===== src/aesd_pkg.sv =====
// Package for the AES-128 block decrypt unit: beat types, controller/datapath
// command and status structs, inverse S-box table and InvMixColumns helpers.
// No dependencies.
package aesd_pkg;

    localparam int ROUNDS    = 10;
    localparam int KEY_SLOTS = ROUNDS + 1;
    localparam int KIDX_W    = $clog2(KEY_SLOTS);
    localparam int ROUND_W   = $clog2(ROUNDS + 1);

    localparam logic MODE_LOAD    = 1'b0;
    localparam logic MODE_DECRYPT = 1'b1;

    typedef struct packed {
        logic        mode;
        logic [3:0]  key_index;
        logic [63:0] word_hi;
        logic [63:0] word_lo;
    } in_beat_t;

    typedef struct packed {
        logic [63:0] plain_hi;
        logic [63:0] plain_lo;
    } out_beat_t;

    typedef struct packed {
        logic               key_wr;
        logic [KIDX_W-1:0]  key_wr_idx;
        logic               key_rd;
        logic [KIDX_W-1:0]  key_rd_idx;
        logic               load_block;
        logic               do_init;
        logic               do_round;
        logic               last_round;
        logic               out_load;
        logic               out_clear;
    } dp_cmd_t;

    typedef struct packed {
        logic out_valid;
    } dp_status_t;

    localparam logic [7:0] INV_SBOX [256] = '{
        8'h52,8'h09,8'h6a,8'hd5,8'h30,8'h36,8'ha5,8'h38,8'hbf,8'h40,8'ha3,8'h9e,8'h81,8'hf3,8'hd7,8'hfb,
        8'h7c,8'he3,8'h39,8'h82,8'h9b,8'h2f,8'hff,8'h87,8'h34,8'h8e,8'h43,8'h44,8'hc4,8'hde,8'he9,8'hcb,
        8'h54,8'h7b,8'h94,8'h32,8'ha6,8'hc2,8'h23,8'h3d,8'hee,8'h4c,8'h95,8'h0b,8'h42,8'hfa,8'hc3,8'h4e,
        8'h08,8'h2e,8'ha1,8'h66,8'h28,8'hd9,8'h24,8'hb2,8'h76,8'h5b,8'ha2,8'h49,8'h6d,8'h8b,8'hd1,8'h25,
        8'h72,8'hf8,8'hf6,8'h64,8'h86,8'h68,8'h98,8'h16,8'hd4,8'ha4,8'h5c,8'hcc,8'h5d,8'h65,8'hb6,8'h92,
        8'h6c,8'h70,8'h48,8'h50,8'hfd,8'hed,8'hb9,8'hda,8'h5e,8'h15,8'h46,8'h57,8'ha7,8'h8d,8'h9d,8'h84,
        8'h90,8'hd8,8'hab,8'h00,8'h8c,8'hbc,8'hd3,8'h0a,8'hf7,8'he4,8'h58,8'h05,8'hb8,8'hb3,8'h45,8'h06,
        8'hd0,8'h2c,8'h1e,8'h8f,8'hca,8'h3f,8'h0f,8'h02,8'hc1,8'haf,8'hbd,8'h03,8'h01,8'h13,8'h8a,8'h6b,
        8'h3a,8'h91,8'h11,8'h41,8'h4f,8'h67,8'hdc,8'hea,8'h97,8'hf2,8'hcf,8'hce,8'hf0,8'hb4,8'he6,8'h73,
        8'h96,8'hac,8'h74,8'h22,8'he7,8'had,8'h35,8'h85,8'he2,8'hf9,8'h37,8'he8,8'h1c,8'h75,8'hdf,8'h6e,
        8'h47,8'hf1,8'h1a,8'h71,8'h1d,8'h29,8'hc5,8'h89,8'h6f,8'hb7,8'h62,8'h0e,8'haa,8'h18,8'hbe,8'h1b,
        8'hfc,8'h56,8'h3e,8'h4b,8'hc6,8'hd2,8'h79,8'h20,8'h9a,8'hdb,8'hc0,8'hfe,8'h78,8'hcd,8'h5a,8'hf4,
        8'h1f,8'hdd,8'ha8,8'h33,8'h88,8'h07,8'hc7,8'h31,8'hb1,8'h12,8'h10,8'h59,8'h27,8'h80,8'hec,8'h5f,
        8'h60,8'h51,8'h7f,8'ha9,8'h19,8'hb5,8'h4a,8'h0d,8'h2d,8'he5,8'h7a,8'h9f,8'h93,8'hc9,8'h9c,8'hef,
        8'ha0,8'he0,8'h3b,8'h4d,8'hae,8'h2a,8'hf5,8'hb0,8'hc8,8'heb,8'hbb,8'h3c,8'h83,8'h53,8'h99,8'h61,
        8'h17,8'h2b,8'h04,8'h7e,8'hba,8'h77,8'hd6,8'h26,8'he1,8'h69,8'h14,8'h63,8'h55,8'h21,8'h0c,8'h7d
    };

    function automatic logic [7:0] xt(input logic [7:0] a);
        return {a[6:0], 1'b0} ^ (a[7] ? 8'h1b : 8'h00);
    endfunction

    function automatic logic [7:0] m9(input logic [7:0] a);
        logic [7:0] a8;
        a8 = xt(xt(xt(a)));
        return a8 ^ a;
    endfunction

    function automatic logic [7:0] m11(input logic [7:0] a);
        logic [7:0] a2, a8;
        a2 = xt(a);
        a8 = xt(xt(a2));
        return a8 ^ a2 ^ a;
    endfunction

    function automatic logic [7:0] m13(input logic [7:0] a);
        logic [7:0] a4, a8;
        a4 = xt(xt(a));
        a8 = xt(a4);
        return a8 ^ a4 ^ a;
    endfunction

    function automatic logic [7:0] m14(input logic [7:0] a);
        logic [7:0] a2, a4, a8;
        a2 = xt(a);
        a4 = xt(a2);
        a8 = xt(a4);
        return a8 ^ a4 ^ a2;
    endfunction

endpackage


===== src/aesd_ctrl.sv =====
// Controller for the AES-128 block decrypt unit: sequences key reads and
// rounds, drives the input handshake. Uses aesd_pkg.
module aesd_ctrl (
    input  logic                 aclk,
    input  logic                 aresetn,
    input  logic                 s_valid,
    output logic                 s_ready,
    input  aesd_pkg::in_beat_t   in_beat,
    input  logic                 m_ready,
    input  aesd_pkg::dp_status_t status,
    output aesd_pkg::dp_cmd_t    cmd
);

    localparam logic [1:0] ST_IDLE  = 2'd0;
    localparam logic [1:0] ST_INIT  = 2'd1;
    localparam logic [1:0] ST_ROUND = 2'd2;

    logic [1:0]                    state_reg, state_next;
    logic [aesd_pkg::ROUND_W-1:0]  round_reg, round_next;
    logic                          s_fire;
    logic                          out_free;

    assign out_free = !status.out_valid || m_ready;
    assign s_ready  = (state_reg == ST_IDLE);
    assign s_fire   = s_valid && s_ready;

    always_comb begin
        state_next     = state_reg;
        round_next     = round_reg;
        cmd            = '0;
        cmd.out_clear  = m_ready;
        cmd.key_wr_idx = in_beat.key_index[aesd_pkg::KIDX_W-1:0];
        case (state_reg)
            ST_IDLE: begin
                if (s_fire) begin
                    if (in_beat.mode == aesd_pkg::MODE_LOAD) begin
                        cmd.key_wr = (in_beat.key_index <= 4'(aesd_pkg::ROUNDS));
                    end else begin
                        cmd.load_block = 1'b1;
                        cmd.key_rd     = 1'b1;
                        cmd.key_rd_idx = aesd_pkg::KIDX_W'(aesd_pkg::ROUNDS);
                        state_next     = ST_INIT;
                    end
                end
            end
            ST_INIT: begin
                cmd.do_init    = 1'b1;
                cmd.key_rd     = 1'b1;
                cmd.key_rd_idx = aesd_pkg::KIDX_W'(aesd_pkg::ROUNDS - 1);
                round_next     = aesd_pkg::ROUND_W'(aesd_pkg::ROUNDS - 1);
                state_next     = ST_ROUND;
            end
            ST_ROUND: begin
                cmd.last_round = (round_reg == '0);
                if (cmd.last_round) begin
                    if (out_free) begin
                        cmd.do_round = 1'b1;
                        cmd.out_load = 1'b1;
                        state_next   = ST_IDLE;
                    end
                end else begin
                    cmd.do_round   = 1'b1;
                    cmd.key_rd     = 1'b1;
                    cmd.key_rd_idx = aesd_pkg::KIDX_W'(round_reg - 1'b1);
                    round_next     = round_reg - 1'b1;
                end
            end
            default: begin
                state_next = ST_IDLE;
            end
        endcase
    end

    always_ff @(posedge aclk) begin
        if (!aresetn) begin
            state_reg <= ST_IDLE;
            round_reg <= '0;
        end else begin
            state_reg <= state_next;
            round_reg <= round_next;
        end
    end

endmodule


===== config.mk =====
export PLATFORM = sky130hd
export DESIGN_NAME = aesd_ctrl
export DESIGN_NICKNAME = d
export VERILOG_FILES = /design/src/aesd_pkg.sv /design/src/aesd_ctrl.sv
export SDC_FILE = /design/constraint.sdc
export NUM_CORES = 1
export LEC_CHECK = 0
export ABC_AREA = 1
export ABC_CLOCK_PERIOD_IN_PS = 1400
export BUFFER_PORTS_ARGS = -buffer_cell sky130_fd_sc_hd__clkbuf_2
export CORE_AREA = 3 3 59 61
export DETAILED_ROUTE_END_ITERATION = 8
export DIE_AREA = 0 0 62 64
export GPL_TIMING_DRIVEN = 0
export HOLD_SLACK_MARGIN = 0.06
export PLACE_DENSITY = 0.7
export SYNTH_ARGS = -nofsm -noshare
export SYNTH_HDL_FRONTEND = slang
export SYNTH_SLANG_ARGS = --single-unit

===== constraint.sdc =====
create_clock -name aclk -period 1.4 [get_ports aclk]
set_input_delay 0.21 -clock aclk [delete_from_list [all_inputs] [get_ports aclk]]
set_output_delay 0.21 -clock aclk [all_outputs]
set_load 0.02 [all_outputs]

==> impl_metrics.env <==
export IMPL_power_density_mw_per_mm2=683
export IMPL_syn_area_sq_um=447
export IMPL_rows=20
export IMPL_core_sq_mm=0.00303
export IMPL_crit_path_top_delay_cell="dfxtp_2"
export IMPL_ant_nets=0
export IMPL_cts_max_path_buffers=2
export IMPL_worst_r2r_cell_count=8
export IMPL_hold_buffers=0
export IMPL_routed_wl_mm=1.31
export IMPL_diodes=0
export IMPL_min_to="state_reg[1]$_SDFFE_PN0P_"
export IMPL_grt_first_pass_wirelength_mm=2.14
export IMPL_syn_avg_cell_area_sq_um=6.38
export IMPL_crit_required_ps=1190
export IMPL_drc_errors=0
export IMPL_io_pins=155
export IMPL_gp_congestion=0.775
export IMPL_via_per_inst=3.55
export IMPL_grt_overflow_total=0
export IMPL_path_clk_slew_ps=40
export IMPL_final_nets=246
export IMPL_syn_instance_count=70
export IMPL_drt_first_pass_iters=2
export IMPL_period_share_pct=105
export IMPL_start_kind="register"
export IMPL_violations="setup timing"
export IMPL_layout_area_overhead_vs_synth_pct=88.5
export IMPL_crit_type="reg -> out"
export IMPL_tritoncts="done"
export IMPL_numCtsBuffers=3
export IMPL_cp_end_kind="primary output"
export IMPL_min_path_type="in -> reg"
export IMPL_finalHoldViolCount=0
export IMPL_root_buffer="clkbuf_4"
export IMPL_die_h_microns=64
export IMPL_h_tree_depth=1
export IMPL_drv_cap=0
export IMPL_clkLatencyLatePin_ps=240
export IMPL_final_common_cell="clkbuf_2"
export IMPL_path_cells="inv_2 > ha_4 > nand2_4 > nand2_8 > o21ai_4 > buf_8"
export IMPL_status="finished with violations"
export IMPL_r2r_end="round_reg[1]$_SDFFE_PN0P_"
export IMPL_antenna_found_initial=0
export IMPL_avgRoutedWirePerCell_microns=8.77
export IMPL_grt_pass1_vias=553
export IMPL_dp_cells=140
export IMPL_final_cell_mix="clkbuf_2, buf_4, nand2_1"
export IMPL_leakage_nw=0.434
export IMPL_num_vias=529
export IMPL_max_stage_delay_ps=330
export IMPL_hold_start="aresetn"
export IMPL_io_buffers=26
export IMPL_grt_max_degree=8
export IMPL_drt_iter0_drc=3
export IMPL_die_area_sq_mm=0.00397
export IMPL_die_w_microns=62
export IMPL_drive_gt1_share_pct=64.8
export IMPL_fin_hold_ws_ps=209
export IMPL_yosysUniqueCellTypes=20
export IMPL_path_max_fanout=7
export IMPL_initial_utilization_pct=14.8
export IMPL_final_cell_area_sq_um=842
export IMPL_setup_viol=5
export IMPL_rr_startpoint="round_reg[0]$_SDFFE_PN0P_"
export IMPL_power_mw=0.575
export IMPL_holdPathStages=3
export IMPL_vdd_ir_drop_max_v=0.000368
export IMPL_slew_violations=0
export IMPL_yosysSeqAreaShare_pct=26.9
export IMPL_fin_cells=149
export IMPL_grt_use_total_pct=7.03
export IMPL_yosys_register_bits=6
export IMPL_arrival_ps=1260
export IMPL_placed_cell_area_sq_um=632
export IMPL_fin_crit_ps=1470
export IMPL_hpwlAfterDp_mm=1.06
export IMPL_fin_ws_ps=-66.0
export IMPL_synth_nets=209
export IMPL_post_place_ws_ps=-88.0
export IMPL_rsz0062_at_grt="yes"
export IMPL_relSlewSlack_pct=85.3
export IMPL_yosys_warnings=0
export IMPL_r2r_setup_slack_ps=230
export IMPL_n_fill_cell=327
export IMPL_fmax_ghz=0.682
export IMPL_tightestPinTransition_ps=220
export IMPL_largest_register_ff_count=4
export IMPL_finClkSkew_ps=2.20
export IMPL_numClockSinks=6
==> critical path: cells and delay by family, from the launching register on <==
family	cells	cell delay, ps
simple gates	2	170
buf+inv	2	180
flops	1	330
fa+ha+maj	1	170
compound gates	1	170
==> area by class of cell <==
cell class,count,area [sq um],share of cell area (%)
Timing Repair Buffer,32,229,27.2
Buffer,6,45.0,5.35
Sequential cell,6,124,14.7
Clock buffer,3,22.5,2.67
Inverter,15,66.3,7.88
Multi-Input combinational cell,43,300,35.7
Tap cell,44,55.1,6.54
==> logic make-up after synthesis <==
logic type / synth area share (%)
AO/OA/AOI/OAI: 10.9
XOR/XNOR: 1.96
adder cells (fa/ha/maj): 2.80
flip-flops: 26.9
buffers and inverters: 23.5
AND/OR/NAND/NOR: 33.9
==> Yosys cell counts (all sizes together) <==
cell / number / area share (%)
nand3: 5 / 5.6
nor3: 1 / 1.1
o21ai: 2 / 3.1
a21o: 1 / 1.7
xor2: 1 / 2.0
a211oi: 1 / 1.7
nand2: 19 / 20
clkinv: 1 / 1.1
dfxtp: 6 / 27
buf: 6 / 10
nor2: 8 / 7.3
ha: 1 / 2.8
inv: 14 / 12
a21oi: 4 / 4.5
==> through the flow <==
step | util [%] | setup TNS [ps]
2_1_floorplan | - | 0
3_3_place_gp | 20.9 | -142
3_5_place_dp | 20.9 | -305
4_1_cts | 25.9 | -416
5_1_grt | 27.8 | -742
6_report | 27.8 | -283
==> repair_timing <==
item	4_1_cts	5_1_grt
setup endpoints to repair	8	8
gates resized for setup	28	19
endpoints found under the hold margin	0	0
pin swaps	3	2
setup buffers	4	2
==> per-layer routing <==
layer	share of wire, %	routed length [microns]	vias to the layer above	track usage (%)
met5	0	0	-	0
li1	-	-	281	-
met1	38	494	226	8.00
met4	2.1	27	0	3.45
met3	12	154	4	3.84
met2	48	630	18	10.4
==> where the power goes <==
| part | internal (mW) | switching [mW] |
|---|---|---|
| Sequential | 0.180 | 0.00676 |
| Clock | 0.0966 | 0.0576 |
| Combinational | 0.104 | 0.129 |
==> worst max-delay path by stage <==
stage | depth (start not counted) | start | endpoint
CTS | 8 | round_reg[0]$_SDFFE_PN0P_ | cmd[9]
floorplan | 5 | state_reg[1]$_SDFFE_PN0P_ | cmd[15]
global placement | 8 | round_reg[0]$_SDFFE_PN0P_ | cmd[9]
detailed placement | 8 | round_reg[0]$_SDFFE_PN0P_ | cmd[9]
finish | 6 | round_reg[0]$_SDFFE_PN0P_ | cmd[6]
global route | 8 | round_reg[1]$_SDFFE_PN0P_ | cmd[9]
Note: power is estimated with default switching activity, not from simulation.
